`config.mk`:
```
export PLATFORM = sky130hd
export DESIGN_NAME = flwg_isqrt
export DESIGN_NICKNAME = d
export VERILOG_FILES = /design/src/hw/rtl/flwg_pkg.sv /design/src/hw/rtl/flwg_isqrt.sv
export VERILOG_INCLUDE_DIRS = /design/src /design/src/hw/rtl
export SDC_FILE = /design/constraint.sdc
export NUM_CORES = 1
export LEC_CHECK = 0
export BUFFER_PORTS_ARGS = -buffer_cell sky130_fd_sc_hd__buf_4
export CORE_ASPECT_RATIO = 1.5
export CORE_MARGIN = 2
export CORE_UTILIZATION = 56
export DETAILED_ROUTE_END_ITERATION = 10
export HOLD_SLACK_MARGIN = 0.03
export PLACE_DENSITY_LB_ADDON = 0.15
export SETUP_SLACK_MARGIN = 0.3
export SYNTH_ARGS = -nofsm -noshare
export SYNTH_HDL_FRONTEND = slang
export SYNTH_SLANG_ARGS = --single-unit
```
`constraint.sdc`:
```
create_clock -name clk -period 6.65 [get_ports clk]
set_input_delay 1.33 -clock clk [delete_from_list [all_inputs] [get_ports clk]]
set_output_delay 1.33 -clock clk [all_outputs]
set_load 0.05 [all_outputs]
```
`src/hw/rtl/assert_macros.svh`:
```
// Assertion helpers shared by the RTL files.
`ifndef ASSERT_MACROS_SVH
`define ASSERT_MACROS_SVH

// Same-cycle implication, disabled while reset is asserted.
`define ASSERT_IMPLIES(label, clk, rst_n, ante, cons, msg) \
    label: assert property (@(posedge clk) disable iff (!rst_n) (ante) |-> (cons)) \
        else $error(msg);

// Next-cycle implication, disabled while reset is asserted.
`define ASSERT_NEXT(label, clk, rst_n, ante, cons, msg) \
    label: assert property (@(posedge clk) disable iff (!rst_n) (ante) |=> (cons)) \
        else $error(msg);

`endif

```
`src/hw/rtl/flwg_pkg.sv`:
```
package flwg_pkg;

    // Phase is an unsigned fraction of a turn.
    localparam int PHASE_BITS       = 16;
    localparam int QUARTER_W        = PHASE_BITS - 2;
    localparam int STEP_SHIFT       = 42 - PHASE_BITS;

    // Quarter-wave sine table, entries 0 to SINE_TABLE_DEPTH inclusive.
    localparam int SINE_TABLE_DEPTH = 256;
    localparam int SINE_IDX_W       = $clog2(SINE_TABLE_DEPTH + 1);
    localparam int SINE_W           = 17;

    localparam int SQ_W             = 32;
    localparam int ROOT_W           = 16;
    localparam int SPEED_W          = 17;

    localparam int CFG_IDX_W        = 2;
    localparam int CFG_DATA_W       = 8;

    // Fixed-point constants.
    localparam logic [63:0] HALF_PI_Q30 = 64'd1686629713;
    localparam int STEP_K           = 62582;
    localparam int SPEED_RECIP      = 2684355;   // ceil(2^26 / 25), speed = m * 64 / 25
    localparam int SPEED_SHIFT      = 20;
    localparam int SPEED_MAX        = 65536;
    localparam int NEUTRAL_SCALE    = 25;        // 3276800 = 25 * 2^17
    localparam int ANGLE_DIV_SHIFT  = 17;
    localparam int ANGLE_RECIP      = 10486;     // ceil(2^18 / 25)
    localparam int ANGLE_SHIFT      = 18;
    localparam int ANGLE_X_MAX      = 4525;      // 181 * 25
    localparam int ANGLE_MAX        = 180;
    localparam int TILT_RECIP       = 410;       // ceil(2^12 / 10)
    localparam int TILT_SHIFT       = 12;

    localparam logic [6:0] DEAD_ZONE_RST     = 7'd5;
    localparam logic [7:0] FRONT_NEUTRAL_RST = 8'd110;
    localparam logic [7:0] HIND_NEUTRAL_RST  = 8'd90;
    localparam logic [6:0] SWING_LIMIT_RST   = 7'd35;

    typedef enum logic [CFG_IDX_W-1:0] {
        CFG_DEAD_ZONE     = 2'd0,
        CFG_FRONT_NEUTRAL = 2'd1,
        CFG_HIND_NEUTRAL  = 2'd2,
        CFG_SWING_LIMIT   = 2'd3
    } cfg_idx_t;

    typedef logic signed [7:0]       stick_t;
    typedef logic [9:0]              dtime_t;
    typedef logic [7:0]              angle_t;
    typedef logic [PHASE_BITS-1:0]   phase_t;
    typedef logic [15:0]             sine_tab_t [SINE_TABLE_DEPTH+1];

    // One table entry: Taylor series of sin in Q30, rounded to Q1.15.
    function automatic logic [15:0] sine_entry(input int unsigned i);
        logic [63:0] x;
        logic [63:0] x2;
        logic [63:0] term;
        logic [63:0] sum;
        logic [63:0] q;
        x    = (64'(i) * HALF_PI_Q30) / SINE_TABLE_DEPTH;
        x2   = (x * x) >> 30;
        term = x;
        sum  = x;
        term = ((term * x2) >> 30) / 6;
        sum  = sum - term;
        term = ((term * x2) >> 30) / 20;
        sum  = sum + term;
        term = ((term * x2) >> 30) / 42;
        sum  = sum - term;
        term = ((term * x2) >> 30) / 72;
        sum  = sum + term;
        term = ((term * x2) >> 30) / 110;
        sum  = sum - term;
        term = ((term * x2) >> 30) / 156;
        sum  = sum + term;
        term = ((term * x2) >> 30) / 210;
        sum  = sum - term;
        if (sum[63])
        begin
            sum = '0;
        end
        q = (sum * 64'd32767 + (64'd1 << 29)) >> 30;
        if (q > 64'd32767)
        begin
            q = 64'd32767;
        end
        return q[15:0];
    endfunction

    function automatic sine_tab_t build_sine_tab();
        sine_tab_t tab;
        for (int i = 0; i <= SINE_TABLE_DEPTH; i++)
        begin
            tab[i] = sine_entry(i);
        end
        return tab;
    endfunction

    localparam sine_tab_t SINE_TAB = build_sine_tab();

endpackage

```
`src/hw/rtl/flwg_isqrt.sv`:
```
`include "assert_macros.svh"

module flwg_isqrt (
    input  logic                        clk,
    input  logic                        rst_n,
    input  logic                        start,
    input  logic [flwg_pkg::SQ_W-1:0]   radicand,
    output logic [flwg_pkg::ROOT_W-1:0] root,
    output logic                        done
);
    import flwg_pkg::*;

    logic            busy_reg, busy_next;
    logic            done_reg, done_next;
    logic [SQ_W-1:0] bit_reg, bit_next;
    logic [SQ_W-1:0] rem_reg, rem_next;
    logic [SQ_W-1:0] res_reg, res_next;
    logic [SQ_W:0]   trial;

    // One bit of the root is resolved each cycle, SQ_W / 2 bits in all.
    assign trial = {1'b0, res_reg} + {1'b0, bit_reg};

    always_comb
    begin
        busy_next = busy_reg;
        done_next = 1'b0;
        bit_next  = bit_reg;
        rem_next  = rem_reg;
        res_next  = res_reg;
        if (start)
        begin
            busy_next = 1'b1;
            bit_next  = SQ_W'(1) << (SQ_W - 2);
            rem_next  = radicand;
            res_next  = '0;
        end
        else if (busy_reg)
        begin
            if ({1'b0, rem_reg} >= trial)
            begin
                rem_next = rem_reg - trial[SQ_W-1:0];
                res_next = (res_reg >> 1) + bit_reg;
            end
            else
            begin
                res_next = res_reg >> 1;
            end
            bit_next = bit_reg >> 2;
            if (bit_reg[0])
            begin
                busy_next = 1'b0;
                done_next = 1'b1;
            end
        end
    end

    always_ff @(posedge clk or negedge rst_n)
    begin
        if (!rst_n)
        begin
            busy_reg <= 1'b0;
            done_reg <= 1'b0;
            bit_reg  <= '0;
        end
        else
        begin
            busy_reg <= busy_next;
            done_reg <= done_next;
            bit_reg  <= bit_next;
        end
    end

    always_ff @(posedge clk)
    begin
        rem_reg <= rem_next;
        res_reg <= res_next;
    end

    assign root = res_reg[ROOT_W-1:0];
    assign done = done_reg;

    `ASSERT_IMPLIES(a_bit_onehot, clk, rst_n, busy_reg, $onehot(bit_reg), "isqrt: bit not one-hot")
    `ASSERT_IMPLIES(a_start_idle, clk, rst_n, start, !busy_reg, "isqrt: start while busy")
    `ASSERT_IMPLIES(a_done_idle, clk, rst_n, done_reg, !busy_reg, "isqrt: done while busy")

endmodule
```
==> run_results.csv, run 1 <==
group,metric,value,unit
status,outcome,"finished, final reports clean",
timing,timing.fmax,0.174,GHz
timing,setup_viol,0,
clock_network,clkLatencyLatePin,0.35,ns
synthesis,yosysMostFrequentCell,"nand2_1",
detailed_routing,drt-initial-drc-count,397,
floorplan,rows,51,
setup_path,critPathKind,"flop to flop",
grt,grt_util_all_layers,28.5,%
min_path,hp-class,"flop to flop",
placed_design,placed_cell_area,7740,um^2
detailed_routing,dr.pass1.iters,5,
synthesis,yosys_register_bits,82,
clock_network,postCtsSetupBuffers,0,
timing,hold_viol,0,
synthesis,ys_top_cells_by_area,"edfxtp_1, ha_1, dfxtp_1, dfrtp_1, nand2_1",
clock_network,clockBufferDepth,2,
cells_and_area,nets,996,
clock_network,cts_root_buf,"clkbuf_16",
floorplan,die-width,97.9,um
power,leakage,3.43,nW
cells_and_area,fill_cells,1196,
synthesis,yosys.area.top_type_share,13.0,%
timing,rsz0062_at_grt,"false",
detailed_routing,drc,0,
placed_design,port-buffer-count,51,
cells_and_area,finalNonFillerCells,1058,
detailed_routing,postRouteAntennaNets,0,
grt,grt_pass1_wl,32400,um
cells_and_area,drive_gt1_share,11.3,%
detailed_routing,routed_wirelength,20200,um
clock_network,path_clk_slew,0.07,ns
cells_and_area,regArea,2050,um^2
timing,slew_headroom,33.6,%
setup_path,crit_path_start_kind,"flop",
timing,finalWorstSetupSlack,0.890,ns
setup_path,critPathMaxStageDelay,0.62,ns
floorplan,die-area,14200,um^2
grt,grt_antenna_before_repair,0,
clock_network,cts_tree,"built",
floorplan,ioPinCount,52,
placed_design,dp_cells,1042,
power,power_density,392,nW/um^2
timing,tightest_slew,0.990,ns
setup_path,crit_required,6.84,ns
cells_and_area,design_area,8040,um^2
clock_network,numCtsBuffers,9,
synthesis,synth-main-ff-cell,"edfxtp_1",
power,vdd_drop_max,0.247,mV
cells_and_area,multi_input_area,4950,um^2
timing,slew_viol_final,0,
job,maxCapViolCount,0,
setup_path,critPathTopFamily,"compound AO/OA/AOI/OAI gates",
synthesis,synthTopCellsByCount,"nand2_1, nor2_1, ha_1, o21ai_0, a21oi_1",
clock_network,h-tree-depth,3,
synthesis,synthArstFlopShare,22.0,%
timing,min_period,5.76,ns
timing,fin_tns_setup,0,ns
clock_network,postCtsHoldBufs,0,
cells_and_area,area_delta_synth_final,8.59,%
setup_path,cp_slowest_cell,"o311ai_0",
setup_path,arrival,5.95,ns
placed_design,place_congestion,0.970,
floorplan,start_util,57.1,%
setup_path,path_cells,"ha_1 -> a31oi_1 -> o21ai_0 -> a21oi_1 -> o311ai_0 -> a21oi_1 -> nor2_1 -> nor2_1 -> xor2_1 -> ha_1 -> nand3_1 -> nor4_1 -> nor3b_1 -> a32o_1 -> o31ai_2 -> nor3_2 -> buf_4 -> mux2i_1 -> a211oi_1",
detailed_routing,vias,6849,
synthesis,synth_area_leader_cell,"edfxtp_1",
timing,min_period_over_period,86.6,%
grt,grt_pass1_vias,6595,
setup_path,critPathCaptureType,"flop",
synthesis,ys_types,78,
cells_and_area,antenna_cells,0,
clock_network,clkSinkCount,82,
grt,overflow,0,
synthesis,syn-num-nets,983,
synthesis,synth_edf_count,32,
placed_design,place_ws,0.984,ns
setup_path,worstPathBufferInverterCount,1,
synthesis,ys_seq_area_share,27.7,%
synthesis,synth_area,7400,um^2
timing,clock_skew,0.00761,ns
clock_network,ctsResizeCount,0,
detailed_routing,avgRoutedWirePerCell,19.1,um
timing,whs,0.540,ns
floorplan,core_area,13000,um^2
synthesis,avgSynthCellArea,8.40,um^2
placed_design,dp_hpwl,15000,um
detailed_routing,viasPerCell,6.47,
synthesis,synth_warnings,0,
synthesis,postSynthCellCount,881,
grt,grt_max_degree,82,
setup_path,crit_fanout,14,
floorplan,die_y,145,um
==> report_power, final <==
group	switching [W]	internal [W]	leakage, nW	total (W)
clock network	0.000225	0.000289	0.145	0.000514
logic	0.00113	0.000729	2.46	0.00185
registers	0.0000694	0.000710	0.830	0.000779
==> placed cells by master (no fill, tap or decap), drive strengths merged, types with 5 or more instances in the layout <==
| cell | synthesis | routed |
|---|---|---|
| nand3 | 18 | 18 |
| xnor2 | 31 | 31 |
| nor2b | 10 | 10 |
| or3 | 8 | 8 |
| a31oi | 27 | 27 |
| mux2i | 23 | 23 |
| a21boi | 7 | 7 |
| nand4 | 13 | 13 |
| nor2 | 79 | 79 |
| o211ai | 13 | 13 |
| xor2 | 34 | 34 |
| dfrtp | 18 | 18 |
| and3 | 11 | 11 |
| a21oi | 45 | 45 |
| nand2 | 88 | 88 |
| o31ai | 15 | 15 |
| edfxtp | 32 | 32 |
| o21bai | 12 | 12 |
| dfxtp | 32 | 32 |
| a21o | 19 | 19 |
| a211oi | 30 | 30 |
| and2 | 6 | 6 |
| clkbuf | 29 | 12 |
| nand2b | 5 | 5 |
| nor3 | 12 | 12 |
| a311oi | 7 | 7 |
| buf | 27 | 58 |
| inv | 25 | 27 |
| ha | 66 | 66 |
| o21ai | 59 | 59 |
| nor4 | 10 | 10 |
==> cell type report <==
cell class,count,area share (%)
well taps,159,2.48
inverters,25,1.17
clock buffers,12,3.33
repair buffers,58,5.42
clock inverters,4,0.389
flip-flops and latches,82,25.6
multi-input cells,718,61.7
==> path summary, 6_finish.rpt <==
path,startpoint,endpoint,slack (ns),depth (start not counted)
worst max-delay path,bit_reg[2],res_reg[18],0.89,19
worst min-delay path,res_reg[0],res_reg[0],0.54,2
worst max register to register,bit_reg[2],res_reg[18],0.89,19
worst min register to register,res_reg[0],res_reg[0],0.54,2
max in group asynchronous,rst_n,bit_reg[18],5.57,1
min in group asynchronous,rst_n,done,0.84,1
==> cells by family after synthesis <==
| group | synth area share (%) |
|---|---|
| AO/OA/AOI/OAI | 26.7 |
| XOR/XNOR | 7.69 |
| adder cells (fa/ha/maj) | 11.4 |
| buffers and inverters | 5.36 |
| flip-flops | 27.7 |
| multiplexers | 3.72 |
| AND/OR/NAND/NOR | 17.3 |
==> metal layers <==
layer  GRT usage, %  vias up  wire length (um)
met5              0        -                 0
met4           13.0        0               661
met3           3.99       40               995
met2           49.9      229             10200
met1           34.6     3247              8340
li1               -     3333                 -
==> tightest hold or removal path: cells and delay by family (launching register included) <==
family / cells / cell delay [ns]
simple gates: 1 / 0.11
compound gates: 1 / 0.06
flops: 1 / 0.33
==> per-stage QoR <==
stage / total power [W] / util (%)
2_1_floorplan: 0.00219 / -
3_3_place_gp: 0.00257 / 59.7
3_5_place_dp: 0.00260 / 59.7
4_1_cts: 0.00313 / 62.0
5_1_grt: 0.00337 / 62.0
6_report: 0.00315 / 62.0
No activity file was read; power rests on OpenSTA's default activity.
==> inputs of run 2 (changes only) <==
Settings changed: GPL_TIMING_DRIVEN set to 0.
==> run 2 against run 1 <==
  * Clock power decreased by 5.3%
  * Non-clock buffer count is 51 higher
  * Wire length is 7.4% higher
  * Sequential share of layout area decreased by 0.94 points
  * Critical endpoint is now rem_reg[2]
  * Combinational power grew 6%
  * Critical path type unchanged
  * Fmax down 1.6%
  * Register-to-register slack worse by 0.09 ns
  * Setup slack lost 0.093 ns
  * Die area is the same
  * Via count up 3.4%
  * Power grew 2.3%
  * Cell area up 3.8%
  * Largest cell class unchanged
==> run_results.csv, run 2 (synthesized netlist as in run 1, its figures left out) <==
group,metric,value,unit
status,outcome,"finished, final reports clean",
timing,timing.fmax,0.171,GHz
min_path,hold_end,"res_reg[0]",
clock_network,cts_root_buf,"clkbuf_16",
min_path,min_from,"res_reg[0]",
power,vdd_drop_max,0.297,mV
cells_and_area,area_delta_synth_final,12.7,%
detailed_routing,avgRoutedWirePerCell,19.6,um
detailed_routing,vias,7079,
detailed_routing,drt-initial-drc-count,475,
placed_design,port-buffer-count,50,
setup_path,reg2reg_to,"rem_reg[2]",
cells_and_area,multi_input_area,4980,um^2
clock_network,clockBufferDepth,2,
cells_and_area,mostFrequentLayoutCell,"nand2_1",
setup_path,arrival,5.91,ns
min_path,min_delay_path_depth,2,
timing,clock_skew,0.00654,ns
timing,hold_viol,0,
job,maxCapViolCount,0,
grt,grt_antenna_before_repair,0,
setup_path,crit_path_start_kind,"flop",
cells_and_area,fill_cells,1143,
power,leakage,3.59,nW
cells_and_area,design_area,8340,um^2
detailed_routing,dr.pass1.iters,4,
floorplan,rows,51,
clock_network,numCtsBuffers,9,
detailed_routing,drc,0,
cells_and_area,antenna_cells,0,
setup_path,critPathCaptureType,"flop",
grt,grt_max_degree,19,
timing,fin_tns_setup,0,ns
cells_and_area,regArea,2050,um^2
placed_design,place_congestion,0.911,
grt,grt_util_all_layers,31.1,%
setup_path,crit_required,6.71,ns
floorplan,die-area,14200,um^2
placed_design,placed_cell_area,8010,um^2
clock_network,h-tree-depth,3,
floorplan,die-width,97.9,um
timing,setup_viol,0,
min_path,hp-class,"flop to flop",
timing,slew_headroom,39.0,%
setup_path,critPathKind,"flop to flop",
cells_and_area,finalNonFillerCells,1108,
grt,overflow,0,
clock_network,clkSinkCount,82,
clock_network,cts_tree,"built",
timing,min_period_over_period,88.0,%
detailed_routing,viasPerCell,6.39,
floorplan,core_area,13000,um^2
grt,grt_pass1_vias,7142,
floorplan,ioPinCount,52,
clock_network,postCtsHoldBufs,0,
floorplan,die_y,145,um
cells_and_area,drive_gt1_share,12.8,%
floorplan,start_util,57.1,%
timing,min_period,5.85,ns
placed_design,dp_hpwl,16500,um
detailed_routing,routed_wirelength,21700,um
setup_path,crit_fanout,10,
clock_network,path_clk_slew,0.06,ns
cells_and_area,layout_common_cells,"nand2_1, nor2_1, buf_4",
setup_path,r2r_start,"bit_reg[0]",
timing,tightest_slew,0.916,ns
power,power_density,386,nW/um^2
grt,grt_pass1_wl,35000,um
setup_path,reg2reg_depth,21,
timing,rsz0062_at_grt,"false",
detailed_routing,postRouteAntennaNets,0,
clock_network,clkLatencyLatePin,0.34,ns
setup_path,rrSetupSlack,0.80,ns
placed_design,dp_cells,1091,
power,power,0.00322,W
cells_and_area,nets,1047,
timing,slew_viol_final,0,
## run 2: cell types whose count changed in the layout (fill, tap and decap cells not counted), moves of 2 or more
cell      before  now
clkbuf_1       1   28
buf_2          0    4
clkinv_2       0    2
buf_1          0    6
buf_4         58   67
## run 2: area by class of cell
| cell class | instances | share of cell area, % |
|---|---|---|
| clock buffer | 11 | 3.05 |
| timing repair buffer | 53 | 5.16 |
| tap | 159 | 2.39 |
| buffer | 56 | 3.63 |
| inverter | 25 | 1.13 |
| sequential | 82 | 24.6 |
| multi-input combinational | 718 | 59.7 |
| clock inverter | 4 | 0.300 |
## run 2: worst max-delay path by stage
stage                           from           to
after floorplan           bit_reg[0]   rem_reg[0]
after global placement    bit_reg[2]  rem_reg[23]
after detailed placement  bit_reg[2]  rem_reg[21]
after CTS                 bit_reg[0]   rem_reg[5]
after global routing      bit_reg[0]   rem_reg[5]
final                     bit_reg[0]   rem_reg[2]
## run 2: what timing repair did
item	in CTS	in global routing
gates resized for setup	1	3
endpoints found under the setup margin	32	32
setup buffers	2	0
pin swaps	1	0
## run 2: critical path, cell delays in order, from the launching register on
cell and delay, ns:
dfrtp_1 0.42, ha_1 0.22, ha_1 0.22, a211oi_1 0.28, nor3_1 0.14, a211o_1 0.38
o211ai_2 0.33, nand2b_1 0.13, nor2b_1 0.14, o21ai_0 0.18, xor2_1 0.12, ha_1 0.28
clkbuf_1 0.28, o21ai_0 0.14, a21oi_1 0.26, a211oi_1 0.11, nor3_1 0.46, o31a_2 0.34
nand3_2 0.26, buf_2 0.31, o21ai_4 0.30, buf_4 0.22
## run 2: stage by stage
step	setup WS (ns)	hold slack [ns]	utilization [%]
finish	0.797	0.552	64.4
global route	0.405	0.572	64.4
CTS	0.614	0.557	64.2
detailed placement	0.114	0.544	61.9
global placement	-1.50	0.512	61.6
floorplan	0.657	0.489	-
## run 2: report_power, final
part	total (W)	leakage [nW]	switching, W	internal [W]
combinational	0.00196	2.62	0.00117	0.000790
clock	0.000487	0.141	0.000213	0.000274
sequential	0.000772	0.830	0.0000644	0.000708
total	0.00322	3.59	0.00145	0.00177
## run 2: layer usage
metal | wire length [um] | up-vias | share of wire [%] | track usage [%]
met2 | 11000 | 257 | 51 | 57.2
met1 | 8620 | 3333 | 40 | 35.1
met3 | 1040 | 67 | 4.8 | 3.89
met4 | 1000 | 0 | 4.6 | 15.8
met5 | 0 | - | 0 | 0
li1 | - | 3422 | - | -
==> inputs of run 3 (changes only) <==
Settings changed: CORE_ASPECT_RATIO 1.5 to 1.75.
==> run 3 against run 2 <==
  * Sequential share of layout area is essentially flat
  * Fmax is 1.7% lower
  * Global-route usage is 0.44 points higher
  * Count of clock-buffer cells in the layout shrank 2
  * Final cell count grew 1.1%
  * Setup slack lost 0.10 ns
  * Die area increased by 0.12%
  * Cell area is essentially flat
  * Via count up 0.69%
==> run_results.csv, run 3 (synthesized netlist as in run 1, its figures left out) <==
group,metric,value,unit
status,outcome,"finished, final reports clean",
detailed_routing,drt-initial-drc-count,353,
placed_design,place_congestion,0.967,
floorplan,die_y,156,um
grt,overflow,0,
clock_network,h-tree-depth,3,
detailed_routing,vias,7128,
clock_network,numCtsBuffers,9,
placed_design,port-buffer-count,50,
setup_path,cp_slowest_cell,"o311ai_0",
setup_path,critPathMaxStageDelay,0.75,ns
clock_network,clkLatencyLatePin,0.35,ns
cells_and_area,multi_input_area,4970,um^2
setup_path,critPathTopFamily,"compound AO/OA/AOI/OAI gates",
setup_path,reg2reg_to,"rem_reg[3]",
floorplan,core_area,12900,um^2
min_path,hp-class,"flop to flop",
setup_path,path_cells,"ha_1 -> a31oi_1 -> o21ai_0 -> a21oi_1 -> o311ai_0 -> a21oi_1 -> xor2_1 -> ha_1 -> nand3_1 -> nor4_1 -> nor3b_1 -> a32o_1 -> o31a_2 -> nand3_2 -> buf_2 -> o21ai_4 -> buf_4",
power,power_switching,0.00149,W
cells_and_area,nets,1046,
timing,fin_tns_setup,0,ns
timing,setup_viol,0,
floorplan,ioPinCount,52,
grt,grt_util_all_layers,31.5,%
timing,min_period_over_period,89.6,%
power,leakage,3.58,nW
cells_and_area,fill_cells,1208,
cells_and_area,antenna_cells,0,
clock_network,cts_tree,"built",
grt,grt_pass1_vias,7120,
floorplan,die-area,14200,um^2
power,seq_power_share,23.8,%
power,power,0.00326,W
cells_and_area,mostFrequentLayoutCell,"nand2_1",
cells_and_area,area_delta_synth_final,12.7,%
timing,slew_viol_final,0,
grt,grt_antenna_before_repair,0,
clock_network,cts_root_buf,"clkbuf_16",
job,maxCapViolCount,0,
clock_network,postCtsHoldBufs,0,
grt,grt_pass1_wl,35200,um
power,combinationalPowerShare,59.8,%
setup_path,crit_required,6.71,ns
cells_and_area,layout_common_cells,"nand2_1, nor2_1, buf_4",
timing,whs,0.533,ns
power,power_frac_clock,16.5,%
timing,min_period,5.96,ns
detailed_routing,avgRoutedWirePerCell,19.8,um
power,swShare,45.6,%
floorplan,rows,55,
setup_path,reg2reg_depth,17,
timing,rsz0062_at_grt,"false",
setup_path,arrival,6.01,ns
detailed_routing,postRouteAntennaNets,0,
floorplan,start_util,57.2,%
detailed_routing,viasPerCell,6.36,
clock_network,clockBufferDepth,2,
placed_design,dp_hpwl,17300,um
setup_path,critPathCaptureType,"flop",
timing,clock_skew,0.0103,ns
setup_path,r2r_start,"bit_reg[2]",
min_path,hold_end,"res_reg[0]",
timing,timing.fmax,0.168,GHz
setup_path,crit_fanout,10,
clock_network,clkSinkCount,82,
cells_and_area,regArea,2050,um^2
setup_path,worstPathBufferInverterCount,2,
cells_and_area,design_area,8340,um^2
clock_network,path_clk_slew,0.07,ns
timing,slew_headroom,46.0,%
setup_path,crit_path_start_kind,"flop",
power,power.internal,0.00178,W
cells_and_area,finalNonFillerCells,1120,
placed_design,placed_cell_area,8020,um^2
detailed_routing,dr.pass1.iters,5,
timing,hold_viol,0,
setup_path,rrSetupSlack,0.69,ns
min_path,min_from,"res_reg[0]",
placed_design,dp_cells,1103,
cells_and_area,drive_gt1_share,12.6,%
power,vdd_drop_max,0.246,mV
detailed_routing,routed_wirelength,22200,um
min_path,min_delay_path_depth,2,
floorplan,die-width,90.9,um
setup_path,critPathKind,"flop to flop",
power,power_density,391,nW/um^2
grt,grt_max_degree,23,
timing,tightest_slew,0.810,ns
detailed_routing,drc,0,
run 3: worst max path at each step:
| stage | startpoint | cells after the start | end |
|---|---|---|---|
| finish | bit_reg[2] | 17 | rem_reg[3] |
| floorplan | bit_reg[0] | 18 | rem_reg[0] |
| detailed placement | bit_reg[2] | 19 | rem_reg[23] |
| global placement | bit_reg[2] | 18 | rem_reg[22] |
| CTS | bit_reg[2] | 19 | rem_reg[31] |
| global route | bit_reg[0] | 21 | rem_reg[1] |
run 3: cell type report:
| cell class | instances | area share, % |
|---|---|---|
| tap | 171 | 2.56 |
| buffer | 56 | 3.63 |
| sequential | 82 | 24.6 |
| clock buffer | 9 | 2.70 |
| multi-input combinational | 718 | 59.5 |
| timing repair buffer | 52 | 4.83 |
| inverter | 25 | 1.12 |
| clock inverter | 7 | 1.00 |
run 3: repair_timing:
item	in CTS	in global routing
endpoints found under the setup margin	0	32
gates resized for setup	0	1
buffers inserted	0	1
run 3: metrics by stage:
stage | utilization (%) | setup WS [ns]
after global placement | 61.8 | -1.57
after global routing | 64.5 | 0.370
final | 64.5 | 0.693
after detailed placement | 62.0 | 0.333
after floorplan | - | 0.657
after CTS | 64.4 | 0.313
run 3: worst reg2reg max path: cells and delay by family, from the launching register on:
family / cells / cell delay [ns]
fa+ha+maj: 2 / 0.78
buf+inv: 2 / 0.54
simple gates: 4 / 1.17
flops: 1 / 0.43
xor+xnor: 1 / 0.22
compound gates: 8 / 2.52
run 3: power by group through the flow:
stage	registers [W]	logic, W	clock network [W]
after floorplan	0.000765	0.00143	0
after global placement	0.000791	0.00185	0
after detailed placement	0.000783	0.00190	0
after CTS	0.000773	0.00191	0.000541
after global routing	0.000785	0.00213	0.000560
final	0.000776	0.00195	0.000538
run 3: per-layer routing:
metal / wire (um) / GRT usage, % / vias to the layer above / part of all wire (%)
met5: 0 / 0 / - / 0
met4: 1250 / 18.0 / 0 / 5.6
met3: 840 / 4.30 / 74 / 3.8
met2: 11600 / 59.7 / 233 / 52
met1: 8500 / 32.9 / 3386 / 38
li1: - / - / 3435 / -
